File: src/rtl/sds_pkg.sv
package sds_pkg;

  localparam int MAX_SPRITES_DEF = 64;
  localparam int COORD_W         = 16;
  localparam int SQ_W            = 2 * COORD_W;
  localparam int DIST_W          = SQ_W + 1;
  localparam int OIDX_W          = 6;
  localparam int ADDR_W          = 3;
  localparam int Q_DEPTH         = 4;

  localparam logic REG_VIEWER_X = 1'b0;
  localparam logic REG_VIEWER_Y = 1'b1;

  typedef struct packed {
    logic [COORD_W-1:0] sprite_x;
    logic [COORD_W-1:0] sprite_y;
    logic               last_sprite;
  } sds_in_t;

  typedef struct packed {
    logic [OIDX_W-1:0] sprite_index;
    logic [DIST_W-1:0] squared_distance;
    logic              last_result;
    logic              overflow;
  } sds_out_t;

  // one word in the queue between front and sorter
  typedef struct packed {
    logic [DIST_W-1:0] sq_dist;
    logic [OIDX_W-1:0] idx;
    logic              store;
    logic              last;
    logic              ovf;
  } sds_q_t;

  typedef struct packed {
    logic empty;
    logic full;
  } sds_qstat_t;

  typedef struct packed {
    logic done;
  } sds_bstat_t;

  typedef enum logic [1:0] {
    ST_LOAD = 2'b01,
    ST_EMIT = 2'b10
  } sds_state_t;

endpackage

File: src/rtl/sds_queue.sv
module sds_queue (
  input  logic                clk,
  input  logic                rst_n,
  input  logic                push,
  input  sds_pkg::sds_q_t     push_data,
  input  logic                pop,
  output sds_pkg::sds_q_t     head,
  output sds_pkg::sds_qstat_t stat
);
  import sds_pkg::*;

  localparam int PTR_W = $clog2(Q_DEPTH);
  localparam int CNT_W = $clog2(Q_DEPTH + 1);

  sds_q_t           mem_r [Q_DEPTH];
  logic [PTR_W-1:0] wr_r, rd_r;
  logic [CNT_W-1:0] cnt_r, cnt_nxt;
  logic             do_push, do_pop;

  assign stat.empty = (cnt_r == '0);
  assign stat.full  = (cnt_r == CNT_W'(Q_DEPTH));
  assign do_push    = push & ~stat.full;
  assign do_pop     = pop & ~stat.empty;
  assign head       = mem_r[rd_r];

  always_comb begin
    cnt_nxt = cnt_r;
    if (do_push && !do_pop) cnt_nxt = cnt_r + CNT_W'(1);
    else if (!do_push && do_pop) cnt_nxt = cnt_r - CNT_W'(1);
  end

  always_ff @(posedge clk) begin
    if (!rst_n) begin
      wr_r  <= '0;
      rd_r  <= '0;
      cnt_r <= '0;
    end else begin
      cnt_r <= cnt_nxt;
      if (do_push) wr_r <= wr_r + PTR_W'(1);
      if (do_pop)  rd_r <= rd_r + PTR_W'(1);
    end
  end

  always_ff @(posedge clk) begin
    if (do_push) mem_r[wr_r] <= push_data;
  end

endmodule

File: config.mk
export PLATFORM = sky130hd
export DESIGN_NAME = sds_queue
export DESIGN_NICKNAME = d
export VERILOG_FILES = /design/src/rtl/sds_pkg.sv /design/src/rtl/sds_queue.sv
export SDC_FILE = /design/constraint.sdc
export NUM_CORES = 1
export LEC_CHECK = 0
export ABC_AREA = 1
export BUFFER_PORTS_ARGS = -buffer_cell sky130_fd_sc_hd__buf_2
export CAP_MARGIN = 20
export CORE_ASPECT_RATIO = 1.25
export CORE_MARGIN = 2
export CORE_UTILIZATION = 45
export CTS_BUF_LIST = sky130_fd_sc_hd__clkbuf_8 sky130_fd_sc_hd__clkbuf_16
export CTS_CLUSTER_DIAMETER = 80
export DETAILED_ROUTE_END_ITERATION = 10
export GPL_TIMING_DRIVEN = 1
export SYNTH_ARGS = -nofsm -noshare
export SYNTH_HDL_FRONTEND = slang
export SYNTH_SLANG_ARGS = --single-unit
File: constraint.sdc
create_clock -name clk -period 7.7 [get_ports clk]
set_input_delay 1.54 -clock clk [delete_from_list [all_inputs] [get_ports clk]]
set_output_delay 1.54 -clock clk [all_outputs]
set_load 0.005 [all_outputs]
==> flow_summary.ini, run 1 <==
[floorplanning]
die_h_um = 140
io-pin-count = 90
core_sq_um = 14500
start_util = 0.463
rows = 49
die_w_um = 113
dieArea_sq_um = 15900

[logic_synthesis]
syn-num-nets = 528
netlist_area_sq_um = 6700
synth_ff_type = edfxtp_1
synth_cells = 476
yosysUniqueCellTypes = 19
yosysTopAreaCellShare = 0.753
async_reset_ff_frac = 0
synth_edf_count = 168
avgSynthCellArea_sq_um = 14.1
synth_seq_cells = 177
yosysSeqAreaShare = 0.779
synthTopCellsByArea = edfxtp_1 75%, nor2_1 5.5%, o21ai_0 4.7%, o22ai_1 3.9%, dfxtp_1 2.7%
ys_warn_count = 0
synth_largest_area_cell = edfxtp_1

[global_route]
grt.overflow.total = 0
grt_pass1_wl_mm = 20.1
track_usage = 0.170
grt_pass1_vias = 3855
grt_max_degree = 86
antenna_found_initial = 0

[layout]
nets = 617
antenna_cells = 0
finish.utilization = 0.544
area_delta_synth_final_pct = 17.4
num-fill-cells = 1211
drive_gt1_frac = 0.225

[sta]
slew_violations = 0
setup_tns_ns = 0
fmax_ghz = 0.233
grt_setup_unrepaired = false
finalSetupViolations = 0
skew_ns = 0.00651
tightest_slew_ns = 0.870
slew_headroom = 0.420
min_period_over_period = 0.558
finalHoldViolations = 0
fin_crit_ns = 4.30

[routing]
ant_nets = 0
firstDrtPassIters = 7
wirelength_mm = 13.1
detail_route.iter0.violations = 238
vias_per_cell = 5.27
wl_per_cell_um = 17.3
via_count = 3984
drc = 6

[worst_setup_path]
r2r_start = cnt_r[0]
cp-start-kind = flop
cp_max_fo = 85
r2r_slack_ns = 5.43
r2r-end = mem_r[1][29]
worstPathRequired_ns = 6.16
path_class = reg2out
end_kind = primary output
r2r_cells = 5
crit_arrival_ns = 2.76

[pwr]
cellPowerDensity_nw_per_um2 = 330
p_clk_frac = 0.319
leakagePower_nw = 2.81
pwr-share-comb = 0.215
switching_share = 0.280
intPower_mw = 1.87
ir_drop_mv = 0.163
seq_power_share = 0.466
switchingPower_uw = 726

[clock_network]
postCtsSetupBuffers = 0
post_cts_resized = 0
clkTransAtPathRegs_ns = 0.06
cts-root-buf = clkbuf_16
cts_tree = done
clockBufferDepth = 2
clock_sinks = 177
numCtsBuffers = 17
clk_latency_ns = 0.42
h-tree-depth = 4
hold_buffers = 0

[worst_hold_path]
min_from = rd_r[1]
hold_depth = 2
hold_class = reg2reg

[run]
drv_cap = 0

[placed_design]
hpwlAfterDp_mm = 7.42
place.gp.congestion = 0.740
numPortBuffers = 89

[status]
outcome = complete, but fails checks
violations = design-rule violations
[per-stage QoR]
stage               cells  setup slack [ns]  hold WS [ns]  cell area, sq um  power (mW)
detailed placement    724              3.82         0.499              7290        1.80
CTS                   756              3.35         0.510              7870        2.63
floorplan             476              3.82         0.465              6700        1.58
global route          756              3.16         0.553              7870        2.73
finish                756              3.40         0.506              7870        2.60
global placement      724              3.87         0.485              7290        1.79
[placed cells by master (no fill, tap or decap)]
cell	netlist	routed
buf_4	0	7
nand3_1	4	4
clkinvlp_4	0	3
nand2_1	15	15
edfxtp_1	168	168
xor2_1	1	1
nand3b_1	1	1
clkbuf_16	0	17
bufinv_16	0	3
a21oi_1	3	3
o22ai_1	42	42
clkinv_2	0	3
nor2_1	98	94
fa_1	1	1
inv_2	2	2
ha_1	5	5
dfxtp_2	0	2
clkinv_1	0	5
inv_1	16	17
buf_2	6	89
dfxtp_1	9	7
nor2_4	0	4
o21ai_0	63	63
o21ai_1	22	22
[worst max-delay path by stage]
stage	cells after the start	endpoint	from
CTS	6	head[23]	flop
finish	6	head[23]	flop
global placement	6	head[22]	flop
global route	6	head[21]	flop
detailed placement	6	head[23]	flop
floorplan	2	mem_r[0][0]	push
[cell families (layout without fill, tap and decap cells)]
| group | after synthesis | count (layout) | share of synthesized area |
|---|---|---|---|
| AO/OA/AOI/OAI | 130 | 130 | 0.105 |
| AND/OR/NAND/NOR | 118 | 118 | 0.0674 |
| XOR/XNOR | 1 | 1 | 0.00131 |
| buffers and inverters | 44 | 146 | 0.0347 |
| flip-flops | 177 | 177 | 0.779 |
| adder cells (fa/ha/maj) | 6 | 6 | 0.0123 |
[registers in the layout, summed over array words and instances, names as in the netlist, named ones only]
signal	flops
mem_r	168
cnt_r	3
rd_r	2
wr_r	2
[critical path, cell delays in order (launching register included)]
cell and delay (ns):
dfxtp_2 0.31, buf_4 0.64, inv_2 0.47, buf_4 0.43, o21ai_0 0.23, o22ai_1 0.09
buf_2 0.13
[cell type report]
type	count	area (sq um)	share of cell area
tap	178	223	0.0283
clock buffer	17	425	0.0541
inverter	18	67.6	0.00859
clock inverter	15	150	0.0191
sequential	177	5230	0.664
timing repair buffer	96	498	0.0633
multi-input combinational	255	1280	0.162
[power by group through the flow]
stage / clock, mW / sequential [mW] / combinational, mW
2_1_floorplan: 0 / 1.22 / 0.360
3_3_place_gp: 0 / 1.23 / 0.557
3_5_place_dp: 0 / 1.23 / 0.571
4_1_cts: 0.843 / 1.21 / 0.572
5_1_grt: 0.882 / 1.22 / 0.630
6_report: 0.828 / 1.21 / 0.559
[Yosys cell counts, types with 3 or more instances]
library cell	number
a21oi_1	3
ha_1	5
inv_1	16
buf_2	6
nor2_1	98
o21ai_0	63
edfxtp_1	168
o21ai_1	22
dfxtp_1	9
o22ai_1	42
nand3_1	4
nand2_1	15
clkbuf_1	11
buf_6	8
[routing by layer]
metal  track usage  vias to the layer above  routed length, um
met5             0                        -                  0
met4        0.0578                        0                225
met3        0.0528                       19                613
met2         0.286                       81               6520
met1         0.210                     1952               5730
li1              -                     1932                  -
Power figures use the tool's default switching activity.
==> inputs of run 2 (changes only) <==
--- a/config.mk
+++ b/config.mk
@@ -15,6 +15,7 @@
 export CTS_CLUSTER_DIAMETER = 80
 export DETAILED_ROUTE_END_ITERATION = 10
 export GPL_TIMING_DRIVEN = 1
+export PLACE_DENSITY = 0.67
 export SYNTH_ARGS = -nofsm -noshare
 export SYNTH_HDL_FRONTEND = slang
 export SYNTH_SLANG_ARGS = --single-unit
==> constraint.sdc (replaced) <==
create_clock -name clk -period 3.6 [get_ports clk]
set_input_delay 0.72 -clock clk [delete_from_list [all_inputs] [get_ports clk]]
set_output_delay 0.72 -clock clk [all_outputs]
set_load 0.005 [all_outputs]
==> run 2 against run 1 <==
  * The run still ends with design-rule violations left
  * Sequential power is 110% higher
  * Worst setup slack worse by 2.5 ns
  * Clock-buffer cell count stayed put
  * Cell count is 0.93% higher
  * Routed wire length is 2.3% higher
  * Register-to-register slack worse by 4.0 ns
  * Die area stayed put
  * Largest cell class unchanged
==> flow_summary.ini, run 2 (synthesized netlist as in run 1, its figures left out) <==
[worst_setup_path]
path_class = reg2out
worstPathRequired_ns = 2.88
cp-start-kind = flop
crit_arrival_ns = 1.98
cp_max_fo = 34
end_kind = primary output

[clock_network]
cts-root-buf = clkbuf_16
postCtsSetupBuffers = 0
clk_latency_ns = 0.42
hold_buffers = 0
post_cts_resized = 0
clock_sinks = 177
clockBufferDepth = 2
cts_tree = done
clkTransAtPathRegs_ns = 0.07
numCtsBuffers = 17
h-tree-depth = 4

[placed_design]
place.gp.congestion = 0.753
numPortBuffers = 89
place_area_sq_um = 7330
hpwlAfterDp_mm = 8.07

[pwr]
seq_power_share = 0.461
ir_drop_mv = 0.382
cellPowerDensity_nw_per_um2 = 710
switchingPower_mw = 1.59
leakagePower_nw = 2.84
p_clk_frac = 0.323
switching_share = 0.283
fin_total_pwr_mw = 5.63
pwr-share-comb = 0.216
intPower_mw = 4.03

[sta]
fin_crit_ns = 2.70
finalSetupViolations = 0
setup_tns_ns = 0
skew_ns = 0.0117
slew_headroom = 0.468
min_period_over_period = 0.751
tightest_slew_ns = 0.796
finalHoldViolations = 0
grt_setup_unrepaired = false
slew_violations = 0
hold_ws_ns = 0.509
fmax_ghz = 0.370

[layout]
top_regs = mem_r (168), cnt_r (3)
regMostFlops = mem_r
seqCellArea_sq_um = 5230
final_common_cell = edfxtp_1
drive_gt1_frac = 0.234
area_delta_synth_final_pct = 18.3
largest_register_ffs = 168
mostFrequentLayoutCells = 168 x edfxtp_1, 94 x nor2_1, 89 x buf_2, 63 x o21ai_0, 42 x o22ai_1
multi_input_area_sq_um = 1280
final_area_sq_um = 7930
nets = 622
num-fill-cells = 1184

[worst_hold_path]
hold_class = reg2reg

[run]
drv_cap = 0

[status]
outcome = complete, but fails checks
violations = design-rule violations

[floorplanning]
core_sq_um = 14500
start_util = 0.463
rows = 49
io-pin-count = 90
dieArea_sq_um = 15900
die_w_um = 113
die_h_um = 140

[global_route]
grt_max_degree = 45
grt_pass1_wl_mm = 20.9
grt_pass1_vias = 4057
grt.overflow.total = 0
antenna_found_initial = 4
track_usage = 0.172

[routing]
firstDrtPassIters = 8
via_count = 4023
ant_nets = 0
detail_route.iter0.violations = 324
wirelength_mm = 13.4
vias_per_cell = 5.27
drc = 3
wl_per_cell_um = 17.6
[run 2: changes by cell type in the layout (fill, tap and decap cells not counted), sizes merged]
cell	delta
inv	+2
diode	+3
buf	+5
clkinv	-3
[run 2: power by group through the flow]
stage | logic [mW] | clock network (mW) | registers [mW]
after floorplan | 0.770 | 0 | 2.61
after global placement | 1.21 | 0 | 2.63
after detailed placement | 1.23 | 0 | 2.64
after CTS | 1.24 | 1.84 | 2.59
after global routing | 1.37 | 1.92 | 2.61
final | 1.22 | 1.82 | 2.59
[run 2: final cells by class]
type | instances | share of cell area
flip-flops and latches | 177 | 0.659
well taps | 178 | 0.0281
multi-input cells | 255 | 0.161
inverters | 18 | 0.00852
clock buffers | 17 | 0.0537
repair buffers | 101 | 0.0676
diodes | 3 | 0.000947
clock inverters | 14 | 0.0210
[run 2: worst max-delay path: stages (launching register included)]
cell and delay (ns):
dfxtp_2 0.60, buf_4 0.42, o21ai_0 0.15, o22ai_1 0.23, buf_2 0.16
[run 2: layer usage]
metal | GRT usage | wire (um) | vias up
met1 | 0.211 | 5690 | 1966
met5 | 0 | 13 | -
met4 | 0.0770 | 211 | 2
li1 | - | - | 1948
met3 | 0.0480 | 615 | 17
met2 | 0.285 | 6860 | 90
[run 2: metrics by stage]
stage          std cells  utilization  setup WS (ns)
4_1_cts              760        0.547          0.840
6_report             763        0.548          0.896
2_1_floorplan        476            -          0.545
3_3_place_gp         729        0.506           1.19
3_5_place_dp         729        0.506           1.14
5_1_grt              763        0.548          0.681
[run 2: final timing paths]
path,depth (start not counted),end,slack [ns],start
setup / recovery,4,head[33],0.90,flop
hold / removal,2,flop,0.51,rd_r[0]
setup reg to reg,5,mem_r[0][10],1.39,cnt_r[0]
hold reg to reg,2,flop,0.51,rd_r[0]
