File: config.mk
export PLATFORM = sky130hd
export DESIGN_NAME = sds_front
export DESIGN_NICKNAME = d
export VERILOG_FILES = /design/src/rtl/sds_pkg.sv /design/src/rtl/sds_front.sv
export SDC_FILE = /design/constraint.sdc
export NUM_CORES = 1
export LEC_CHECK = 0
export ABC_AREA = 1
export BUFFER_PORTS_ARGS = -buffer_cell sky130_fd_sc_hd__buf_2
export CAP_MARGIN = 5
export CORE_ASPECT_RATIO = 0.9
export CORE_UTILIZATION = 60
export CTS_CLUSTER_DIAMETER = 50
export DETAILED_ROUTE_END_ITERATION = 10
export PLACE_DENSITY = 0.82
export REMOVE_ABC_BUFFERS = 1
export SETUP_SLACK_MARGIN = 0.4
export SYNTH_ARGS = -nofsm -noshare
export SYNTH_HDL_FRONTEND = slang
export SYNTH_SLANG_ARGS = --single-unit
File: constraint.sdc
create_clock -name clk -period 15.9 [get_ports clk]
set_clock_uncertainty 0.2 [all_clocks]
set_input_delay 1.59 -clock clk [delete_from_list [all_inputs] [get_ports clk]]
set_output_delay 1.59 -clock clk [all_outputs]
set_load 0.03 [all_outputs]
File: src/rtl/sds_pkg.sv
package sds_pkg;

  localparam int MAX_SPRITES_DEF = 64;
  localparam int COORD_W         = 16;
  localparam int SQ_W            = 2 * COORD_W;
  localparam int DIST_W          = SQ_W + 1;
  localparam int OIDX_W          = 6;
  localparam int ADDR_W          = 3;
  localparam int Q_DEPTH         = 4;

  localparam logic REG_VIEWER_X = 1'b0;
  localparam logic REG_VIEWER_Y = 1'b1;

  typedef struct packed {
    logic [COORD_W-1:0] sprite_x;
    logic [COORD_W-1:0] sprite_y;
    logic               last_sprite;
  } sds_in_t;

  typedef struct packed {
    logic [OIDX_W-1:0] sprite_index;
    logic [DIST_W-1:0] squared_distance;
    logic              last_result;
    logic              overflow;
  } sds_out_t;

  // one word in the queue between front and sorter
  typedef struct packed {
    logic [DIST_W-1:0] sq_dist;
    logic [OIDX_W-1:0] idx;
    logic              store;
    logic              last;
    logic              ovf;
  } sds_q_t;

  typedef struct packed {
    logic empty;
    logic full;
  } sds_qstat_t;

  typedef struct packed {
    logic done;
  } sds_bstat_t;

  typedef enum logic [1:0] {
    ST_LOAD = 2'b01,
    ST_EMIT = 2'b10
  } sds_state_t;

endpackage

File: src/rtl/sds_front.sv
module sds_front #(
  parameter int MAX_SPRITES = sds_pkg::MAX_SPRITES_DEF
) (
  input  logic                         clk,
  input  logic                         rst_n,
  input  logic                         accept,
  input  sds_pkg::sds_in_t             item,
  input  logic [sds_pkg::COORD_W-1:0]  viewer_x,
  input  logic [sds_pkg::COORD_W-1:0]  viewer_y,
  output logic                         push,
  output sds_pkg::sds_q_t              push_data
);
  import sds_pkg::*;

  localparam int CNT_W = $clog2(MAX_SPRITES + 1);

  logic [CNT_W-1:0]   cnt_r, cnt_nxt;
  logic               drop_r, drop_nxt;
  logic               store_now, ovf_now;

  logic               s0_vld_r;
  logic [COORD_W-1:0] s0_x_r, s0_y_r;
  logic [OIDX_W-1:0]  s0_idx_r;
  logic               s0_store_r, s0_last_r, s0_ovf_r;

  logic [COORD_W-1:0] dx, dy;
  logic               s1_vld_r;
  logic [SQ_W-1:0]    sqx_r, sqy_r;
  logic [OIDX_W-1:0]  s1_idx_r;
  logic               s1_store_r, s1_last_r, s1_ovf_r;

  assign store_now = (cnt_r < CNT_W'(MAX_SPRITES));
  assign ovf_now   = drop_r | ~store_now;

  always_comb begin
    cnt_nxt  = cnt_r;
    drop_nxt = drop_r;
    if (accept) begin
      if (item.last_sprite) begin
        cnt_nxt  = '0;
        drop_nxt = 1'b0;
      end else begin
        if (store_now) cnt_nxt = cnt_r + CNT_W'(1);
        drop_nxt = ovf_now;
      end
    end
  end

  always_ff @(posedge clk) begin
    if (!rst_n) begin
      cnt_r    <= '0;
      drop_r   <= 1'b0;
      s0_vld_r <= 1'b0;
      s1_vld_r <= 1'b0;
    end else begin
      cnt_r    <= cnt_nxt;
      drop_r   <= drop_nxt;
      s0_vld_r <= accept;
      s1_vld_r <= s0_vld_r;
    end
  end

  always_ff @(posedge clk) begin
    if (accept) begin
      s0_x_r     <= item.sprite_x;
      s0_y_r     <= item.sprite_y;
      s0_idx_r   <= OIDX_W'(cnt_r);
      s0_store_r <= store_now;
      s0_last_r  <= item.last_sprite;
      s0_ovf_r   <= ovf_now;
    end
  end

  assign dx = (s0_x_r >= viewer_x) ? s0_x_r - viewer_x : viewer_x - s0_x_r;
  assign dy = (s0_y_r >= viewer_y) ? s0_y_r - viewer_y : viewer_y - s0_y_r;

  always_ff @(posedge clk) begin
    if (s0_vld_r) begin
      sqx_r      <= SQ_W'(dx) * SQ_W'(dx);
      sqy_r      <= SQ_W'(dy) * SQ_W'(dy);
      s1_idx_r   <= s0_idx_r;
      s1_store_r <= s0_store_r;
      s1_last_r  <= s0_last_r;
      s1_ovf_r   <= s0_ovf_r;
    end
  end

  assign push              = s1_vld_r;
  assign push_data.sq_dist = DIST_W'(sqx_r) + DIST_W'(sqy_r);
  assign push_data.idx     = s1_idx_r;
  assign push_data.store   = s1_store_r;
  assign push_data.last    = s1_last_r;
  assign push_data.ovf     = s1_ovf_r;

endmodule

==> results of run 1 <==
[cell usage after synthesis, drive strengths merged, types with 8 or more instances]
cell    number
ha         288
xor2        90
a31oi        8
xnor2       35
nand4       10
fa         330
o21bai      16
nand3       88
dfxtp       10
nor2       271
edfxtp     112
nand2      613
buf         31
inv        721
a21oi      169
a21o        10
o211ai       8
nor3        33
o21ai       83
[cell families (layout without fill, tap and decap cells)]
group,Yosys count,after routing,synth area share [%]
simple gates,1026,1026,17.7
buf+inv,758,869,12.4
fa+ha+maj,618,618,43.0
compound gates,310,310,7.17
xor+xnor,125,125,4.70
flops,122,122,15.0
[through the flow]
step                      worst slack [ns]  utilization [%]  hold slack [ns]  cell area (µm²)
after floorplan                       7.31                -            0.200            23500
after global placement                5.97             64.0            0.202            24700
after detailed placement              5.95             64.0            0.207            24700
after CTS                             6.40             65.8            0.219            25400
after global routing                  5.82             65.8            0.220            25400
final                                 6.23             65.8            0.218            25400
[worst max path at each step]
| stage | start | endpoint | slack, ns | cells past startpoint |
|---|---|---|---|---|
| 3_5_place_dp | viewer_y[0] | sqy_r[31]$_DFFE_PP_ | 5.95 | 32 |
| 4_1_cts | viewer_y[0] | sqy_r[31]$_DFFE_PP_ | 6.40 | 32 |
| 3_3_place_gp | viewer_y[0] | sqy_r[31]$_DFFE_PP_ | 5.97 | 34 |
| 5_1_grt | viewer_y[0] | sqy_r[31]$_DFFE_PP_ | 5.82 | 34 |
| 6_report | viewer_y[0] | sqy_r[31]$_DFFE_PP_ | 6.23 | 32 |
| 2_1_floorplan | viewer_y[0] | sqy_r[27]$_DFFE_PP_ | 7.31 | 33 |
[state kept, by name, indices dropped and copies added, names as in the netlist]
| register | cells |
|---|---|
| drop_r | 1 |
| s1_ovf_r | 1 |
| sqx_r | 31 |
| cnt_r | 7 |
| s0_store_r | 1 |
| push | 1 |
| s1_store_r | 1 |
| s0_ovf_r | 1 |
| s0_vld_r | 1 |
| s1_last_r | 1 |
| s0_x_r | 16 |
| s0_idx_r | 6 |
| s1_idx_r | 6 |
| s0_last_r | 1 |
| sqy_r | 31 |
| s0_y_r | 16 |
[layout make-up]
type,instances,area (µm²)
multi-input cells,2079,17200
fillers,3269,13200
flip-flops and latches,122,3560
inverters,722,2710
well taps,525,657
clock buffers,26,596
repair buffers,115,588
clock inverters,6,65.1
[routing by layer]
layer | track usage [%] | wire [µm] | part of all wire (%)
met5 | 0.616 | 0 | 0
met3 | 6.37 | 5020 | 8.4
met2 | 50.7 | 27500 | 46
met1 | 41.1 | 25400 | 42
met4 | 12.0 | 2140 | 3.6
==> run_results.csv, run 1 <==
group,metric,value,unit
clock_tree,clock_tree.buffer_depth,2,
clock_tree,cts_htree_levels,4,
final_layout,final_cell_count_no_fill,3595,
critical_path,worstSetupEndpointType,"flip-flop",
min_path,min-delay-start,"s0_last_r$_DFFE_PP_",
critical_path,critPathTopFamily,"adder cells",
floorplan,fp-row-count,68,
placed_design,place_congestion,1.01,
critical_path,reg2reg_slack,7.02,ns
clock_tree,cts_setup_buffers,0,
clock_tree,clock_tree_from_tritoncts,"done",
floorplan,floorplan_die_area,40300,µm²
routing,postRouteAntennaNets,0,
run_status,status,"finished clean",
final_layout,count_of_antenna_diodes_in_the_layout,0,
floorplan,core_area,38600,µm²
synth,number_of_flops_mapped_to_enable_cells_by_yosys,112,
global_route,globalRouteTotalUtil,31.2,%
critical_path,timing.critical_path.from_type,"primary input",
sta,hold_viol,0,
final_layout,final_net_count,3743,
critical_path,cp_max_fo,14,
synth,post_synthesis_instance_area,23700,µm²
routing,detail_route.first_pass.iterations,6,
sta,tightest_pin_transition,0.891,ns
critical_path,max_stage_delay,0.63,ns
synth,yosysSeqAreaShare,15.0,%
synth,synth_top_area_cells,"sky130_fd_sc_hd__fa_1 28%, sky130_fd_sc_hd__ha_1 15%, sky130_fd_sc_hd__edfxtp_1 14%",
synth,synthArstFlopShare,0,%
synth,synth_ff_type,"sky130_fd_sc_hd__edfxtp_1",
synth,synth.largest_area_cell,"sky130_fd_sc_hd__fa_1",
clock_tree,cts.sink_count,122,
global_route,number_of_antenna_violations_at_the_first_check_in_global_routing,0,
global_route,largest_net_degree_at_the_start_of_global_routing,67,
min_path,holdPathStages,0,
sta,slew_headroom,40.6,%
critical_path,crit_buf_inv,8,
floorplan,design.portCount,111,
synth,syn-mean-instance-area,8.02,µm²
sta,totalNegativeSetupSlack,0,ns
synth,ys_seq_elements,122,
final_layout,area_growth,7.10,%
critical_path,cp.required,15.91,ns
critical_path,r2r_start,"s0_y_r[0]$_DFFE_PP_",
clock_tree,cts.clk_slew.worst_paths,0.06,ns
clock_tree,cts_made_buffers,17,
clock_tree,ctsRootBufferMaster,"sky130_fd_sc_hd__clkbuf_16",
clock_tree,skew_pair_late_insertion_delay,0.45,ns
sta,maxClockFrequency,103,MHz
job,maxCapViolCount,0,
synth,yosysWarningCount,0,
critical_path,worst_path_most_repeated_cell,"sky130_fd_sc_hd__nand2_1",
routing,totalWireLength,60000,µm
placed_design,placedCellCount,3563,
floorplan,start_util,61.4,%
synth,post_synth_inst_count,2959,
clock_tree,hold_buffers,0,
sta,fin_crit,9.67,ns
routing,drcViolationCount,0,
global_route,globalRouteOverflowTotal,0,
clock_tree,ctsResizeCount,0,
sta,finalMaxSlewViolations,0,
sta,setup_violations,0,
critical_path,critPathKind,"primary input to flip-flop",
routing,avgViaCountPerCell,5.44,
routing,routedWlPerCell,16.7,µm
routing,routed-via-count,19600,
synth,netlist-cell-type-count,46,
floorplan,die_width,212,µm
min_path,worst_hold_path_type,"flip-flop to flip-flop",
final_layout,drive_gt1_share,6.87,%
sta,min_period_over_period,60.8,%
critical_path,critical_path_arrival,9.68,ns
critical_path,cp_slowest_cell,"sky130_fd_sc_hd__a21oi_2",
placed_design,io_buffer_count,110,
min_path,holdPathEnd,"s1_last_r$_DFFE_PP_",
routing,dr.first_iter.drc_count,1447,
sta,grt_setup_unrepaired,"no",
final_layout,most_frequent_standard_cell_in_the_layout_excluding_fill_and_tap_cells,"sky130_fd_sc_hd__inv_1",
critical_path,critical_path.reg2reg.endpoint,"sqy_r[31]$_DFFE_PP_",
synth,synth.top_cell.area_share,27.9,%
critical_path,worst_r2r_path_depth,32,
placed_design,detailed_place_hpwl,51200,µm
floorplan,die_h,191,µm
global_route,global_route_wire_length_before_repair,98200,µm
global_route,number_of_global_route_vias_before_repair,20400,
final_layout,layout_common_cells,"701 x sky130_fd_sc_hd__inv_1, 590 x sky130_fd_sc_hd__nand2_1, 330 x sky130_fd_sc_hd__fa_1",
Power of run 1 is left out: the tool's default activity adds up to more than one toggle a clock period on the data nets, which glitch-free logic cannot reach.
==> run 2, diff against run 1 <==
CORE_UTILIZATION = 59   (was 60)
PLACE_DENSITY = 0.84   (was 0.82)
clock period = 8.6 ns   (was 15.9 ns; I/O delays follow)
==> run 2 against run 1 <==
Against the previous run:
- sequential cell count did not move
- critical endpoint is now sqy_r[29]$_DFFE_PP_
- cell area increased by 1.3%
- core utilization decreased by 0.67 points
- die area increased by 1.7%
- critical path depth grew 2
==> run_results.csv, run 2 (same netlist as run 1, synthesis figures left out) <==
group,metric,value,unit
floorplan,fp-row-count,69,
routing,detail_route.first_pass.iterations,6,
routing,totalWireLength,61500,µm
critical_path,r2r_start,"s0_y_r[0]$_DFFE_PP_",
critical_path,critical_path.reg2reg.endpoint,"sqy_r[29]$_DFFE_PP_",
routing,routed-via-count,19900,
sta,hold_viol,0,
final_layout,drive_gt1_share,8.65,%
sta,finalMaxSlewViolations,0,
sta,slew_headroom,40.6,%
routing,avgViaCountPerCell,5.47,
clock_tree,ctsRootBufferMaster,"sky130_fd_sc_hd__clkbuf_16",
min_path,holdPathEnd,"s1_idx_r[4]$_DFFE_PP_",
sta,setup_violations,0,
sta,grt_setup_unrepaired,"yes",
critical_path,critPathKind,"primary input to flip-flop",
critical_path,cp_slowest_cell,"sky130_fd_sc_hd__fa_1",
routing,routedWlPerCell,16.9,µm
floorplan,core_area,39500,µm²
clock_tree,skew_pair_late_insertion_delay,0.45,ns
floorplan,design.portCount,111,
clock_tree,clock_tree_from_tritoncts,"done",
global_route,globalRouteOverflowTotal,0,
routing,dr.first_iter.drc_count,1578,
critical_path,worstSetupEndpointType,"flip-flop",
floorplan,start_util,60.0,%
final_layout,area_growth,8.51,%
critical_path,timing.critical_path.from_type,"primary input",
critical_path,reg2reg_slack,0.68,ns
clock_tree,cts.clk_slew.worst_paths,0.06,ns
critical_path,critical_path_arrival,8.01,ns
clock_tree,cts_htree_levels,4,
global_route,number_of_global_route_vias_before_repair,20800,
critical_path,cp_max_fo,16,
run_status,status,"finished clean",
routing,postRouteAntennaNets,0,
critical_path,worst_r2r_path_depth,34,
sta,tightest_pin_transition,0.891,ns
floorplan,floorplan_die_area,41000,µm²
sta,fin_crit,7.99,ns
min_path,min-delay-start,"s0_idx_r[4]$_DFFE_PP_",
floorplan,die_h,192,µm
final_layout,final_net_count,3783,
final_layout,layout_common_cells,"696 x sky130_fd_sc_hd__inv_1, 585 x sky130_fd_sc_hd__nand2_1, 330 x sky130_fd_sc_hd__fa_1",
clock_tree,cts.sink_count,122,
sta,maxClockFrequency,125,MHz
placed_design,io_buffer_count,110,
global_route,global_route_wire_length_before_repair,99500,µm
clock_tree,cts_made_buffers,17,
job,maxCapViolCount,0,
floorplan,die_width,213,µm
critical_path,cp.required,8.61,ns
final_layout,most_frequent_standard_cell_in_the_layout_excluding_fill_and_tap_cells,"sky130_fd_sc_hd__inv_1",
final_layout,count_of_antenna_diodes_in_the_layout,0,
sta,min_period_over_period,93.0,%
min_path,worst_hold_path_type,"flip-flop to flip-flop",
sta,totalNegativeSetupSlack,0,ns
global_route,globalRouteTotalUtil,31.3,%
final_layout,largestRegisters,"sqx_r (31), sqy_r (31)",
global_route,number_of_antenna_violations_at_the_first_check_in_global_routing,0,
global_route,largest_net_degree_at_the_start_of_global_routing,67,
placed_design,place_congestion,0.991,
clock_tree,clock_tree.buffer_depth,2,
min_path,holdPathStages,0,
routing,drcViolationCount,0,
critical_path,max_stage_delay,0.57,ns
placed_design,detailed_place_hpwl,52300,µm
## run 2: timing repair
item / in CTS / in global routing
setup endpoints to repair: 0 / 29
endpoints found under the hold margin: 0 / 0
resized for setup: 0 / 38
buffers inserted: 0 / 12
hold buffers: 0 / 0
## run 2: metrics by stage
step                hold slack (ns)  util, %  cell area, µm²  cells  worst slack (ns)
detailed placement            0.205     63.1           25000   3598            0.0211
finish                        0.215     65.1           25700   3642             0.606
global placement              0.201     63.1           25000   3598             0.154
CTS                           0.217     64.5           25500   3630             0.463
global route                  0.222     65.1           25700   3642             0.351
floorplan                     0.200        -           23500   2923             0.739
## run 2: worst max-delay path by stage
| stage | from | end | slack [ns] | cells past startpoint |
|---|---|---|---|---|
| 4_1_cts | viewer_x[0] | sqx_r[28]$_DFFE_PP_ | 0.46 | 33 |
| 2_1_floorplan | viewer_y[0] | sqy_r[27]$_DFFE_PP_ | 0.74 | 33 |
| 3_5_place_dp | viewer_x[0] | sqx_r[28]$_DFFE_PP_ | 0.02 | 33 |
| 6_report | viewer_y[0] | sqy_r[29]$_DFFE_PP_ | 0.61 | 34 |
| 5_1_grt | viewer_y[0] | sqy_r[27]$_DFFE_PP_ | 0.35 | 36 |
| 3_3_place_gp | viewer_x[0] | sqx_r[28]$_DFFE_PP_ | 0.15 | 31 |
## run 2: final cells by class
cell class | instances | area (µm²)
timing repair buffer | 155 | 901
sequential | 122 | 3560
multi-input combinational | 2079 | 17300
clock inverter | 9 | 98.8
inverter | 722 | 2740
fill | 3401 | 13800
clock buffer | 23 | 458
tap | 532 | 666
## run 2: routing by layer
layer  GRT usage [%]  wire [µm]  vias up
li1                -          -     9338
met1            40.1      25400     9641
met2            52.3      29000      821
met3            6.21       5170      127
met4            11.4       2000        0
met5               0          0        -
## run 2: critical path, delay by kind of cell
kind                     cells  cell delay, ns
adder cells (fa/ha/maj)      9            4.00
AO/OA/AOI/OAI                6            1.15
AND/OR/NAND/NOR             11            1.12
XOR/XNOR                     1            0.22
buffers and inverters        7            0.63
Power of run 2 is left out for the same reason.
